## src/sv/dbcs_pkg.sv

```systemverilog
// ----------------------------------------------------------------------------
// dbcs_pkg
// Shared types and constants for the double-byte charset converter.
// ----------------------------------------------------------------------------
package dbcs_pkg;

   localparam int          CSR_AW    = 3;
   localparam int          CSR_DW    = 32;
   localparam logic        REG_MODE  = 1'b0;     // paddr[2] selects register
   localparam logic [7:0]  QMARK     = 8'h3F;
   localparam logic [7:0]  LEAD_BASE = 8'h80;
   localparam logic        KIND_WRITE = 1'b0;

   // what one accepted beat turns into on the output side
   typedef enum logic [2:0] {
      RES_NONE,
      RES_PASS,
      RES_WIDE,
      RES_TERM,
      RES_TERM_WIDE,
      RES_ABORT,
      RES_LOOKUP
   } res_type;

   typedef struct packed {
      logic [7:0] data;
      logic       last;
      logic       send;
   } out_beat_type;

   typedef struct packed {
      logic [1:0]   count;
      out_beat_type beat0;
      out_beat_type beat1;
   } out_load_type;

endpackage

```

## src/sv/dbcs_rsp_if.sv

```systemverilog
// ----------------------------------------------------------------------------
// dbcs_rsp_if
// Result channel: converted output bytes.
// ----------------------------------------------------------------------------
interface dbcs_rsp_if;
   logic       valid;
   logic       ready;
   logic [7:0] out_byte;
   logic       last_of_run;
   logic       string_end;

   modport source (
      output valid, out_byte, last_of_run, string_end,
      input  ready
   );
   modport sink (
      input  valid, out_byte, last_of_run, string_end,
      output ready
   );
endinterface

```

## src/sv/dbcs_out_buf.sv

```systemverilog
// ----------------------------------------------------------------------------
// dbcs_out_buf
// Two-entry output buffer; drains one byte per beat onto the result channel.
// ----------------------------------------------------------------------------
module dbcs_out_buf (
   input  logic                  clock,
   input  logic                  reset,
   input  logic                  load_valid,
   input  dbcs_pkg::out_load_type load,
   output logic                  load_ready,
   dbcs_rsp_if.source            rsp_chan
);
   import dbcs_pkg::*;

   out_beat_type ent0_ff, ent0_in;
   out_beat_type ent1_ff, ent1_in;
   logic [1:0]   cnt_ff, cnt_in;
   logic         fire;
   logic         do_load;

   always_comb begin
      fire       = (cnt_ff != 2'd0) & rsp_chan.ready;
      load_ready = (cnt_ff == 2'd0) | ((cnt_ff == 2'd1) & rsp_chan.ready);
      do_load    = load_valid & load_ready;
      ent0_in    = ent0_ff;
      ent1_in    = ent1_ff;
      cnt_in     = cnt_ff;
      if (do_load) begin
         ent0_in = load.beat0;
         ent1_in = load.beat1;
         cnt_in  = load.count;
      end else if (fire) begin
         ent0_in = ent1_ff;
         cnt_in  = cnt_ff - 2'd1;
      end
   end

   always_ff @(posedge clock) begin
      if (reset) begin
         cnt_ff <= 2'd0;
      end else begin
         cnt_ff <= cnt_in;
      end
   end

   always_ff @(posedge clock) begin
      ent0_ff <= ent0_in;
      ent1_ff <= ent1_in;
   end

   assign rsp_chan.valid       = (cnt_ff != 2'd0);
   assign rsp_chan.out_byte    = ent0_ff.data;
   assign rsp_chan.last_of_run = ent0_ff.last;
   assign rsp_chan.string_end  = ent0_ff.send;

endmodule

```

## src/flat_wrapper.sv

```systemverilog
// flat-port wrapper written by rule: the top's interface ports become plain ports
module dbcs_out_buf_flat import dbcs_pkg::*;
  (clock, reset, load_valid, load, load_ready, rsp_chan_valid, rsp_chan_out_byte, rsp_chan_last_of_run, rsp_chan_string_end, rsp_chan_ready);
  dbcs_rsp_if rsp_chan_i ();
  input  logic clock;
  input  logic reset;
  input  logic load_valid;
  input  dbcs_pkg::out_load_type load;
  output logic load_ready;
  output wire logic [$bits(rsp_chan_i.valid)-1:0] rsp_chan_valid;
  output wire logic [$bits(rsp_chan_i.out_byte)-1:0] rsp_chan_out_byte;
  output wire logic [$bits(rsp_chan_i.last_of_run)-1:0] rsp_chan_last_of_run;
  output wire logic [$bits(rsp_chan_i.string_end)-1:0] rsp_chan_string_end;
  input wire logic [$bits(rsp_chan_i.ready)-1:0] rsp_chan_ready;
  assign rsp_chan_valid = rsp_chan_i.valid;
  assign rsp_chan_out_byte = rsp_chan_i.out_byte;
  assign rsp_chan_last_of_run = rsp_chan_i.last_of_run;
  assign rsp_chan_string_end = rsp_chan_i.string_end;
  assign rsp_chan_i.ready = rsp_chan_ready;
  dbcs_out_buf u_core (.clock(clock), .reset(reset), .load_valid(load_valid), .load(load), .load_ready(load_ready), .rsp_chan(rsp_chan_i));
endmodule
```

## config.mk

```make
export PLATFORM = sky130hd
export DESIGN_NAME = dbcs_out_buf_flat
export DESIGN_NICKNAME = d
export VERILOG_FILES = /design/src/sv/dbcs_pkg.sv /design/src/sv/dbcs_rsp_if.sv /design/src/sv/dbcs_out_buf.sv /design/src/flat_wrapper.sv
export SDC_FILE = /design/constraint.sdc
export NUM_CORES = 1
export LEC_CHECK = 0
export BUFFER_PORTS_ARGS = -buffer_cell sky130_fd_sc_hd__buf_2
export CAP_MARGIN = 40
export CORE_ASPECT_RATIO = 1.5
export CORE_UTILIZATION = 45
export CTS_BUF_LIST = sky130_fd_sc_hd__clkbuf_4 sky130_fd_sc_hd__clkbuf_8
export DETAILED_ROUTE_END_ITERATION = 8
export PLACE_DENSITY = 0.73
export SKIP_LAST_GASP = 1
export SYNTH_ARGS = -nofsm -noshare
export SYNTH_HDL_FRONTEND = slang
export SYNTH_SLANG_ARGS = --single-unit
```

## constraint.sdc

```tcl
create_clock -name clock -period 1.79 [get_ports clock]
set_input_delay 0.358 -clock clock [delete_from_list [all_inputs] [get_ports clock]]
set_output_delay 0.358 -clock clock [all_outputs]
set_load 0.005 [all_outputs]
```

==> out/summary.txt <==
CTS max path bufs: 2
Slew Limit Headroom: 0.756
DRT iter0 DRCs: 2
Global placement routability congestion: 0.624
Critical path type: register to register
Post-synth EDFFs: 20
RSZ-0062 raised after global routing: false
CP required: 1850 ps
Critical-path cell list: inv_1, ha_1, a21o_4, nand2_1, buf_12, mux2_2
GRT Util Overall: 0.152
CP delay by family, top: flip-flops
Syn-to-layout area delta: 28.3%
Worst-Margin Slew: 356 ps
Setup crit end kind: register
Die width: 38.3 microns
Fin. Hold Viols: 0
Die area: 2160 sq um
Syn_nets: 79
Tmin final: 1700 ps
Fin cells: 113
Diode count: 0
Max Slew Vio Count: 0
Met2 usage: 0.269
Clock group share of total power: 0.148
TritonCTS buffer count: 3
Via Count: 559
H-tree depth: 1
Routed WL: 1.40 mm
Yosys warnings: 0
Max cap viols: 0
First-pass DRT Iterations: 3
Postcts setup bufs: 0
Ranking of synthesized cells by area: edfxtp_1 (68%), mux2_2 (13%), dfxtp_1 (4.5%), ha_1 (2.8%), inv_1 (2.1%)
P_leak: 0.488 nW
Cell row count: 19
Critical path fanouts, max: 11
Power per cell area: 1290 nW/um^2
Met1 usage in global routing: 0.161
CP Buf/Inv Count: 2
Starting Density: 0.480
Top cell type's share of synthesized area: 0.675
Setup slack, reg-to-reg: 90 ps
Core area: 1850 sq um
Final setup viols: 0
Synth Instances: 51
Combinational Power Share: 0.326
Ys flop type: edfxtp_1
Die H: 56.5 microns
Run status: finished clean
Port Buffer Count: 37
Initial antenna violation count: 0
# IOs: 38
Highest Clock Rate: 588 MHz
Top Usage Layer GRT: met2
Total gr overflow: 0
Arr. time, crit path: 1760 ps
Reg clk slew, reported paths: 110 ps
NetSw: 0.407 mW
Switching Fraction: 0.275
Seq/Total Area, Yosys: 0.720
CP Launch Type: register
First-pass GRT wire length: 2.29 mm
M3 GR Usage: 0.0158
Sequential share of power: 0.526
Worst hold path type: input pin to register
Skew-Pair Late Insertion Delay: 300 ps
Setup TNS: 0 ps
Drt drc: 0
Final period util: 0.950
Post-synthesis instance area: 890 sq um
CTS tree: built
Post-DP HPWL: 1.06 mm
Critical path's slowest cell: dfxtp_2
Pint: 1.07 mW
Vias in the first global route: 576
Ys async rst share: 0
Root buf cell: clkbuf_4
Via/cell ratio: 4.95
Average wire per standard cell: 12.4 microns
Netlist cell types: 16
Inst Count DP: 109
Setup Skew: 7.14 ps
Clk sink count: 22
Largest net degree at the start of global routing: 13
Share of layout cells above drive strength 1: 0.587
Peak supply drop: 0.000759 V
Flops & latches, synth: 22
NumNets Final: 121
Cell taking the most area after synthesis: edfxtp_1
Crit-path max cell delay: 360 ps
Avg Inst Size Synth: 17.4 sq um
Antenna Nets Post-Route: 0
-- layout by cell type (no fill, tap or decap) --
master    instances
buf_2            37
edfxtp_1         20
mux2_2           10
inv_1             4
clkbuf_4          3
nand2_1           2
ha_1              2
mux2i_1           1
inv_2             1
a21o_4            1
a2111o_1          1
nor2b_1           1
nand4_1           1
o311ai_1          1
nand3_1           1
a211o_1           1
a31oi_1           1
clkinv_1          1
buf_12            1
dfxtp_2           1
dfxtp_1           1
-- sequential cells by signal (all words and copies together), names as in the netlist --
| signal | count |
|---|---|
| u_core.cnt_ff | 2 |
| u_core.ent1_ff | 10 |
| u_core.rsp_chan.last_of_run | 1 |
| u_core.rsp_chan.out_byte | 8 |
| u_core.rsp_chan.string_end | 1 |
-- through the flow --
step	util	total power [mW]	setup WS, ps	cell area, sq um	hold slack (ps)
floorplan	-	1.07	133	890	427
global placement	0.601	1.25	122	1110	484
detailed placement	0.601	1.28	55.0	1110	491
CTS	0.615	1.50	42.8	1140	213
global route	0.615	1.58	5.42	1140	202
finish	0.615	1.48	89.2	1140	220
-- kinds of logic after synthesis --
group	Yosys count	synth area share
flip-flops	22	0.720
multiplexers	11	0.138
adder cells (fa/ha/maj)	2	0.0281
AND/OR/NAND/NOR	5	0.0281
AO/OA/AOI/OAI	5	0.0563
buffers and inverters	6	0.0295
-- cell usage after synthesis, drive strengths merged, types with 2 or more instances --
library cell / number
edfxtp: 20
ha: 2
dfxtp: 2
inv: 5
nand2: 2
mux2: 10
-- final timing paths --
| kind | start | endpoint | cells after the start |
|---|---|---|---|
| min | load[4] | u_core.ent1_ff[4]$_DFFE_PP_ | 1 |
| max reg2reg | u_core.cnt_ff[0]$_SDFFE_PP0P_ | u_core.rsp_chan.out_byte[7]$_DFFE_PP_ | 6 |
| min reg2reg | u_core.cnt_ff[0]$_SDFFE_PP0P_ | u_core.cnt_ff[0]$_SDFFE_PP0P_ | 2 |
| max | u_core.cnt_ff[0]$_SDFFE_PP0P_ | u_core.rsp_chan.out_byte[7]$_DFFE_PP_ | 6 |
-- layout make-up --
class                           instances  area, sq um
Clock inverter                          1         3.75
Clock buffer                            3         22.5
Tap cell                               21         26.3
Multi-Input combinational cell         23          223
Sequential cell                        22          642
Timing Repair Buffer                   38          205
Inverter                                5         18.8
Fill cell                             154          713
-- metal layers --
| metal | vias to the layer above | wire [microns] |
|---|---|---|
| li1 | 276 | - |
| met1 | 254 | 544 |
| met3 | 5 | 80 |
| met5 | - | 0 |
| met2 | 24 | 743 |
| met4 | 0 | 33 |
-- power by group through the flow --
stage	Combinational, mW	Sequential (mW)	Clock, mW
after floorplan	0.278	0.795	0
final	0.481	0.777	0.219
after global placement	0.469	0.785	0
after global routing	0.538	0.792	0.246
after CTS	0.491	0.778	0.228
after detailed placement	0.490	0.790	0
-- timing repair --
| item | CTS | global route |
|---|---|---|
| hold endpoints to repair | 0 | 0 |
| hold buffers | 0 | 0 |
| endpoints found under the setup margin | 0 | 11 |
| resized for setup | 0 | 2 |
Note: power is estimated with default switching activity, not from simulation.
